`config.mk`:
```
export PLATFORM = sky130hd
export DESIGN_NAME = pixel_threshold_bit_packer_top
export DESIGN_NICKNAME = d
export VERILOG_FILES = /design/src/rtl/ptbp_pkg.sv /design/src/rtl/ptbp_front.sv /design/src/rtl/ptbp_queue.sv /design/src/rtl/ptbp_back.sv /design/src/rtl/pixel_threshold_bit_packer_top.sv
export SDC_FILE = /design/constraint.sdc
export NUM_CORES = 1
export LEC_CHECK = 0
export ABC_CLOCK_PERIOD_IN_PS = 4000
export BUFFER_PORTS_ARGS = -buffer_cell sky130_fd_sc_hd__buf_2
export CAP_MARGIN = 20
export CELL_PAD_IN_SITES_DETAIL_PLACEMENT = 2
export CELL_PAD_IN_SITES_GLOBAL_PLACEMENT = 2
export CORE_MARGIN = 3
export CORE_UTILIZATION = 40
export DETAILED_ROUTE_END_ITERATION = 16
export GPL_TIMING_DRIVEN = 0
export PLACE_DENSITY_LB_ADDON = 0.1
export SYNTH_ARGS = -nofsm -noshare
export SYNTH_HDL_FRONTEND = slang
export SYNTH_HIERARCHICAL = 1
export SYNTH_SLANG_ARGS = --single-unit
```
`constraint.sdc`:
```
create_clock -name clk -period 4 [get_ports clk]
set_input_delay 0.2 -clock clk [delete_from_list [all_inputs] [get_ports clk]]
set_output_delay 0.2 -clock clk [all_outputs]
set_load 0.03 [all_outputs]
```
`src/rtl/ptbp_pkg.sv`:
```
// ptbp_pkg: types and constants shared by the pixel threshold bit packer
// used by every module of the block, no dependencies

package ptbp_pkg;

	localparam int OUT_BITS = 8;
	localparam int POS_W    = 3;
	localparam int LUMA_W   = 18;

	localparam logic [LUMA_W-1:0] COEF_RED   = 18'd299;
	localparam logic [LUMA_W-1:0] COEF_GREEN = 18'd587;
	localparam logic [LUMA_W-1:0] COEF_BLUE  = 18'd114;
	localparam logic [LUMA_W-1:0] LUMA_SCALE = 18'd1000;

	localparam logic [7:0] ALPHA_OPAQUE_MIN = 8'd127;

	localparam int CFG_IDX_W = 1;
	localparam logic [CFG_IDX_W-1:0] REG_DARK_THRESHOLD = 1'b0;
	localparam logic [CFG_IDX_W-1:0] REG_FONT_MODE      = 1'b1;

	localparam logic [7:0]        THRESHOLD_RESET   = 8'd128;
	localparam logic [LUMA_W-1:0] THRESHOLD_X_RESET = 18'd128000;

	// one classified pixel as handed from front to back
	typedef struct packed {
		logic dark;
		logic transp;
		logic row_end;
		logic image_start;
	} pix_class_t;

	typedef struct packed {
		logic full;
		logic empty;
	} q_status_t;

endpackage

```
`src/rtl/ptbp_front.sv`:
```
// ptbp_front: accepts pixels, computes scaled luma and classifies dark/transparent
// depends on ptbp_pkg

module ptbp_front (
	input  logic                          clk,
	input  logic                          arst_n,
	input  logic                          push,
	output logic                          full,
	input  logic [7:0]                    red,
	input  logic [7:0]                    green,
	input  logic [7:0]                    blue,
	input  logic [7:0]                    alpha,
	input  logic                          row_end,
	input  logic                          image_start,
	input  logic [ptbp_pkg::LUMA_W-1:0]   thr_scaled,
	input  ptbp_pkg::q_status_t           q_status,
	output logic                          q_push,
	output ptbp_pkg::pix_class_t          q_item
);

	logic                        valid_s1;
	logic [ptbp_pkg::LUMA_W-1:0] luma_s1;
	logic                        transp_s1;
	logic                        row_end_s1;
	logic                        image_start_s1;
	logic                        advance;
	logic                        accept;
	logic [ptbp_pkg::LUMA_W-1:0] luma;

	assign advance = !valid_s1 || !q_status.full;
	assign full    = !advance;
	assign accept  = push && advance;

	assign luma = ptbp_pkg::LUMA_W'(red)   * ptbp_pkg::COEF_RED
	            + ptbp_pkg::LUMA_W'(green) * ptbp_pkg::COEF_GREEN
	            + ptbp_pkg::LUMA_W'(blue)  * ptbp_pkg::COEF_BLUE;

	always_ff @(posedge clk or negedge arst_n) begin
		if (!arst_n) begin
			valid_s1 <= 1'b0;
		end else if (advance) begin
			valid_s1 <= push;
		end
	end

	always_ff @(posedge clk) begin
		if (accept) begin
			luma_s1        <= luma;
			transp_s1      <= alpha < ptbp_pkg::ALPHA_OPAQUE_MIN;
			row_end_s1     <= row_end;
			image_start_s1 <= image_start;
		end
	end

	assign q_push              = valid_s1 && !q_status.full;
	assign q_item.dark         = luma_s1 < thr_scaled;
	assign q_item.transp       = transp_s1;
	assign q_item.row_end      = row_end_s1;
	assign q_item.image_start  = image_start_s1;

endmodule

```
`src/rtl/ptbp_queue.sv`:
```
// ptbp_queue: short queue of classified pixels between front and back
// depends on ptbp_pkg

module ptbp_queue #(
	parameter int DEPTH = 4
) (
	input  logic                 clk,
	input  logic                 arst_n,
	input  logic                 push,
	input  ptbp_pkg::pix_class_t item_in,
	input  logic                 pop,
	output ptbp_pkg::pix_class_t item_out,
	output ptbp_pkg::q_status_t  status
);

	localparam int PTR_W = (DEPTH > 1) ? $clog2(DEPTH) : 1;
	localparam int CNT_W = $clog2(DEPTH + 1);

	ptbp_pkg::pix_class_t entries_q [DEPTH];
	logic [PTR_W-1:0] wr_ptr_q;
	logic [PTR_W-1:0] rd_ptr_q;
	logic [CNT_W-1:0] count_q;
	logic             do_push;
	logic             do_pop;

	assign status.full  = count_q == CNT_W'(DEPTH);
	assign status.empty = count_q == '0;
	assign do_push      = push && !status.full;
	assign do_pop       = pop && !status.empty;
	assign item_out     = entries_q[rd_ptr_q];

	always_ff @(posedge clk or negedge arst_n) begin
		if (!arst_n) begin
			wr_ptr_q <= '0;
			rd_ptr_q <= '0;
			count_q  <= '0;
		end else begin
			if (do_push) begin
				wr_ptr_q <= (wr_ptr_q == PTR_W'(DEPTH - 1)) ? '0 : wr_ptr_q + 1'b1;
			end
			if (do_pop) begin
				rd_ptr_q <= (rd_ptr_q == PTR_W'(DEPTH - 1)) ? '0 : rd_ptr_q + 1'b1;
			end
			if (do_push && !do_pop) begin
				count_q <= count_q + 1'b1;
			end else if (do_pop && !do_push) begin
				count_q <= count_q - 1'b1;
			end
		end
	end

	always_ff @(posedge clk) begin
		if (do_push) begin
			entries_q[wr_ptr_q] <= item_in;
		end
	end

endmodule

```
`src/rtl/ptbp_back.sv`:
```
// ptbp_back: packs classified pixels msb first into bytes, holds the result register
// depends on ptbp_pkg

module ptbp_back (
	input  logic                               clk,
	input  logic                               arst_n,
	input  logic                               font_mode,
	input  ptbp_pkg::pix_class_t               q_item,
	input  ptbp_pkg::q_status_t                q_status,
	output logic                               q_pop,
	input  logic                               pop,
	output logic                               empty,
	output logic [ptbp_pkg::OUT_BITS-1:0]      packed_byte,
	output logic                               row_last
);

	localparam logic [ptbp_pkg::POS_W-1:0] POS_FIRST = ptbp_pkg::POS_W'(ptbp_pkg::OUT_BITS - 1);

	logic [ptbp_pkg::OUT_BITS-1:0] pack_q;
	logic [ptbp_pkg::POS_W-1:0]    pos_q;
	logic                          first_row_q;
	logic                          out_valid_q;
	logic [ptbp_pkg::OUT_BITS-1:0] out_byte_q;
	logic                          out_last_q;

	logic [ptbp_pkg::OUT_BITS-1:0] pack_cur;
	logic [ptbp_pkg::POS_W-1:0]    pos_cur;
	logic                          first_cur;
	logic [ptbp_pkg::OUT_BITS-1:0] pack_new;
	logic [ptbp_pkg::POS_W-1:0]    pos_new;
	logic                          first_new;
	logic                          emit;
	logic                          byte_full;
	logic                          skip;

	// pixels that give no byte never wait on the result register
	assign q_pop = !q_status.empty && (!emit || !out_valid_q || pop);

	always_comb begin
		pack_cur  = q_item.image_start ? '0 : pack_q;
		pos_cur   = q_item.image_start ? POS_FIRST : pos_q;
		first_cur = q_item.image_start ? 1'b1 : first_row_q;
		skip      = font_mode && first_cur;
		pack_new  = pack_cur;
		pos_new   = pos_cur;
		first_new = first_cur;
		emit      = 1'b0;
		byte_full = font_mode ? (pos_cur == '0) : (pos_cur <= ptbp_pkg::POS_W'(1));
		if (skip) begin
			// metrics row in font mode
			if (q_item.row_end) begin
				first_new = 1'b0;
			end
		end else begin
			if (q_item.dark) begin
				pack_new = pack_new | (ptbp_pkg::OUT_BITS'(1) << pos_cur);
			end
			if (!font_mode && pos_cur != '0 && q_item.transp) begin
				pack_new = pack_new | (ptbp_pkg::OUT_BITS'(1) << (pos_cur - 1'b1));
			end
			emit = byte_full || q_item.row_end;
			if (!byte_full) begin
				pos_new = font_mode ? pos_cur - ptbp_pkg::POS_W'(1)
				                    : pos_cur - ptbp_pkg::POS_W'(2);
			end
		end
	end

	always_ff @(posedge clk or negedge arst_n) begin
		if (!arst_n) begin
			pack_q      <= '0;
			pos_q       <= POS_FIRST;
			first_row_q <= 1'b1;
			out_valid_q <= 1'b0;
		end else begin
			if (q_pop && emit) begin
				out_valid_q <= 1'b1;
			end else if (pop) begin
				out_valid_q <= 1'b0;
			end
			if (q_pop) begin
				if (emit) begin
					pack_q      <= '0;
					pos_q       <= POS_FIRST;
					first_row_q <= q_item.row_end ? 1'b0 : first_new;
				end else begin
					pack_q      <= pack_new;
					pos_q       <= pos_new;
					first_row_q <= first_new;
				end
			end
		end
	end

	always_ff @(posedge clk) begin
		if (q_pop && emit) begin
			out_byte_q <= pack_new;
			out_last_q <= q_item.row_end;
		end
	end

	assign empty       = !out_valid_q;
	assign packed_byte = out_byte_q;
	assign row_last    = out_last_q;

endmodule

```
`src/rtl/pixel_threshold_bit_packer_top.sv`:
```
// pixel_threshold_bit_packer_top: luma threshold binarizer and bit packer, top level
// depends on ptbp_pkg, ptbp_front, ptbp_queue, ptbp_back
//
// channel   handshake        payload
// pixel     push / full      red, green, blue, alpha, row_end, image_start
// result    pop / empty      packed_byte, row_last
// config    cfg_we           cfg_index, cfg_data
//
// one pixel per cycle sustained while full stays low; a pixel reaches the result
// register through the luma register, the queue and the packer register
// asynchronous reset empties the pipeline and restores threshold 128, image mode
// a stalled result fills the queue, then full rises; pixels that give no byte still pass

module pixel_threshold_bit_packer_top #(
	parameter int Q_DEPTH = 4
) (
	input  logic                                  clk,
	input  logic                                  arst_n,
	input  logic                                  push,
	output logic                                  full,
	input  logic [7:0]                            red,
	input  logic [7:0]                            green,
	input  logic [7:0]                            blue,
	input  logic [7:0]                            alpha,
	input  logic                                  row_end,
	input  logic                                  image_start,
	input  logic                                  pop,
	output logic                                  empty,
	output logic [ptbp_pkg::OUT_BITS-1:0]         packed_byte,
	output logic                                  row_last,
	input  logic                                  cfg_we,
	input  logic [ptbp_pkg::CFG_IDX_W-1:0]        cfg_index,
	input  logic [7:0]                            cfg_data
);

	logic [ptbp_pkg::LUMA_W-1:0] thr_scaled_q;
	logic                        font_mode_q;
	logic                        q_push;
	logic                        q_pop;
	ptbp_pkg::pix_class_t        q_in;
	ptbp_pkg::pix_class_t        q_out;
	ptbp_pkg::q_status_t         q_status;

	// threshold kept pre-scaled by 1000
	always_ff @(posedge clk or negedge arst_n) begin
		if (!arst_n) begin
			thr_scaled_q <= ptbp_pkg::THRESHOLD_X_RESET;
			font_mode_q  <= 1'b0;
		end else if (cfg_we) begin
			case (cfg_index)
				ptbp_pkg::REG_DARK_THRESHOLD: begin
					thr_scaled_q <= ptbp_pkg::LUMA_W'(cfg_data) * ptbp_pkg::LUMA_SCALE;
				end
				ptbp_pkg::REG_FONT_MODE: begin
					font_mode_q <= cfg_data[0];
				end
				default: begin
				end
			endcase
		end
	end

	ptbp_front u_front (
		.clk         (clk),
		.arst_n      (arst_n),
		.push        (push),
		.full        (full),
		.red         (red),
		.green       (green),
		.blue        (blue),
		.alpha       (alpha),
		.row_end     (row_end),
		.image_start (image_start),
		.thr_scaled  (thr_scaled_q),
		.q_status    (q_status),
		.q_push      (q_push),
		.q_item      (q_in)
	);

	ptbp_queue #(
		.DEPTH (Q_DEPTH)
	) u_queue (
		.clk      (clk),
		.arst_n   (arst_n),
		.push     (q_push),
		.item_in  (q_in),
		.pop      (q_pop),
		.item_out (q_out),
		.status   (q_status)
	);

	ptbp_back u_back (
		.clk         (clk),
		.arst_n      (arst_n),
		.font_mode   (font_mode_q),
		.q_item      (q_out),
		.q_status    (q_status),
		.q_pop       (q_pop),
		.pop         (pop),
		.empty       (empty),
		.packed_byte (packed_byte),
		.row_last    (row_last)
	);

endmodule

```
==> run summary <==
IO Port Bufs: 58
Hold_buf cts: 0
Clock skew: 0.0132 ns
Count of final hold-check violations: 0
Number of buffers created by CTS: 9
Core Area: 22900 um2
DRC: 0
Fin crit period: 5.60 ns
Worst Path Required: 4.08 ns
First-pass GRT wire length: 39.0 mm
H-tree depth: 3
Top-count cell post-synth: inv_1
CTS tree: built
Dpl cells: 1282
WL final: 26.2 mm
Row cnt: 55
Critical path data arrival time: 5.68 ns
Buffer levels on the longest clock path: 2
Clock latency on the worst-skew pair: 0.35 ns
Dpl hpwl: 19.6 mm
CP startpoint kind: input port
Yosys cell types: 78
Filler cell count in the final layout: 2379
Sequential area share after synthesis: 24.5%
RSZ-0062 raised after global routing: true
Largest net degree at the start of global routing: 38
Final period utilization: 140%
Final GP Congestion: 0.760
Share of the synthesized area in the top cell type: 22.0%
Total grt overflow: 0
Initial Util: 41.3%
Die X-Extent: 160 um
Worst slew pin tran: 1.04 ns
Top_reg_cell synth: edfxtp_1
First-pass DRT Iterations: 4
Vias in the first global route: 7515
Yosys top cell by area: ha_1
Initial antenna violation count: 0
Placed Area: 10300 um2
Layout area overhead: 19.1%
Non-Filler Instances: 1320
DR vias: 6696
Antenna cell count: 0
Avg Cell Area, Syn: 10.4 um2
DRT iter0 DRCs: 157
CTS sink count: 83
Critical Path End Type: flop
Final Core Density: 49.1%
Area contributors post-synth: ha_1 (22%), fa_1 (20%), edfxtp_1 (15%)
Relative slew slack: 30.8%
Min-delay worst type: in2async
Run status: complete, but fails checks
Clock transition at the registers of the reported paths: 0.06 ns
Fmax: 0.179 GHz
Root Buffer: clkbuf_16
EDFF count, synth: 46
MaxCap Viol Count: 0
Ys async rst share: 44.6%
Max Transition Viols Final: 0
Synth cell count leaders: inv_1 (214), ha_1 (166), fa_1 (94)
Syn Inst Count: 908
Layout cells sized above 1: 24.4%
Post-route ant nets: 0
Setup ws final: -1.60 ns
Die ar.: 25500 um2
Top Ports: 59
Final Cell Area: 11300 um2
# setup viols final: 11
Setup CP Type: in2reg
WL per Instance: 19.8 um
Peak fanout along the critical path: 3
Post-Syn Area: 9460 um2
FF+latch count, synth: 83
Vias per cell: 5.07
Area of the multi-input gates: 6780 um2
Ys Warns: 6
All-Layer GR Usage: 18.8%
Register area: 2320 um2
Nets: 1310
Die Height: 160 um
Failing checks: setup timing
cells in the final DEF (no fill, tap or decap), types with 7 or more instances in the layout:
cell,instances
inv_1,198
ha_1,148
fa_1,90
buf_2,58
edfxtp_1,46
nand2_1,38
a21oi_1,31
dfrtp_1,27
nor2_1,24
buf_4,19
ha_4,18
xnor2_1,15
inv_2,15
buf_6,14
a21o_1,14
o21ai_0,13
nand3_1,12
xor2_1,10
dfstp_2,10
clkbuf_16,9
nor2b_1,8
a21oi_2,7
nand4_1,7
nor3_1,7
o21ai_2,7
sequential cells by signal (all words and copies together) (netlist names), 2 cells and up:
name and flops:
u_back/packed_byte 8, u_front/luma_s1 18, u_back/pack_q 8, u_queue/wr_ptr_q 2, thr_scaled_q 15, u_queue/rd_ptr_q 2
u_queue/entries_q 16, u_back/pos_q 3, u_queue/count_q 3
cell type report:
type                    instances  share of cell area, %
flip-flops and latches         83                   20.6
multi-input cells             594                   60.2
well taps                     313                   3.48
clock buffers                  10                   2.03
repair buffers                 81                   4.78
plain buffers                  18                   1.27
clock inverters                 6                  0.411
inverters                     215                   7.26
metal layers:
layer | part of all wire, % | global-route usage (%) | wire, um
met4 | 2.1 | 3.30 | 561
met1 | 40 | 22.8 | 10500
met3 | 1.6 | 1.69 | 425
met5 | 0 | 0 | 0
met2 | 56 | 36.5 | 14700
worst max-delay path: stages:
cell      delay (ns)
buf_8           0.10
fa_1            0.55
inv_1           0.07
fa_1            0.53
inv_2           0.06
ha_4            0.26
ha_4            0.14
inv_2           0.04
fa_2            0.36
nor2b_2         0.13
o21ai_2         0.08
a21boi_2        0.21
o21ai_2         0.09
nor2b_4         0.16
xnor2_4         0.20
ha_1            0.27
inv_1           0.07
fa_1            0.42
fa_1            0.52
inv_2           0.05
ha_4            0.25
a21oi_4         0.20
o21ai_4         0.10
or3_1           0.34
o21ai_2         0.18
xnor2_1         0.09
final timing paths:
check / to / slack [ns] / cells past startpoint / start
max in group asynchronous: u_queue/wr_ptr_q[1] / 3.40 / 1 / arst_n
worst min register to register: thr_scaled_q[6] / 0.50 / 2 / thr_scaled_q[6]
min in group clk: u_front/row_end_s1 / 0.03 / 1 / row_end
worst max-delay path: u_front/luma_s1[15] / -1.60 / 26 / blue[0]
worst max register to register: u_queue/count_q[2] / 0.22 / 18 / u_queue/rd_ptr_q[0]
worst min-delay path: thr_scaled_q[17] / 0.004 / 1 / arst_n
per-stage QoR:
stage | setup slack [ns] | setup TNS (ns) | hold WS, ns
after global routing | -1.78 | -15.40 | 0.0188
after CTS | -1.56 | -12.51 | 0.0160
after floorplan | -1.36 | -11.13 | -0.0956
final | -1.60 | -13.57 | 0.00367
after detailed placement | -2.29 | -18.48 | 0.382
after global placement | -2.05 | -17.12 | 0.378
kinds of logic after synthesis:
family | synth area share [%]
AOI/OAI and AO/OA | 10.3
and+or+nand+nor | 8.44
adders and majority gates | 41.9
muxes | 1.75
buffers and inverters | 9.99
xor gates and xnor gates | 3.06
other | 0.0397
DFF | 24.5
what timing repair did:
action | in CTS | in global routing
setup endpoints to repair | 12 | 13
gates resized for setup | 40 | 62
pin swaps | 41 | 43
buffers inserted | 11 | 11
Power is not shown: default switching activity piles up to over one toggle a cycle in this logic, so the estimate is an artifact.
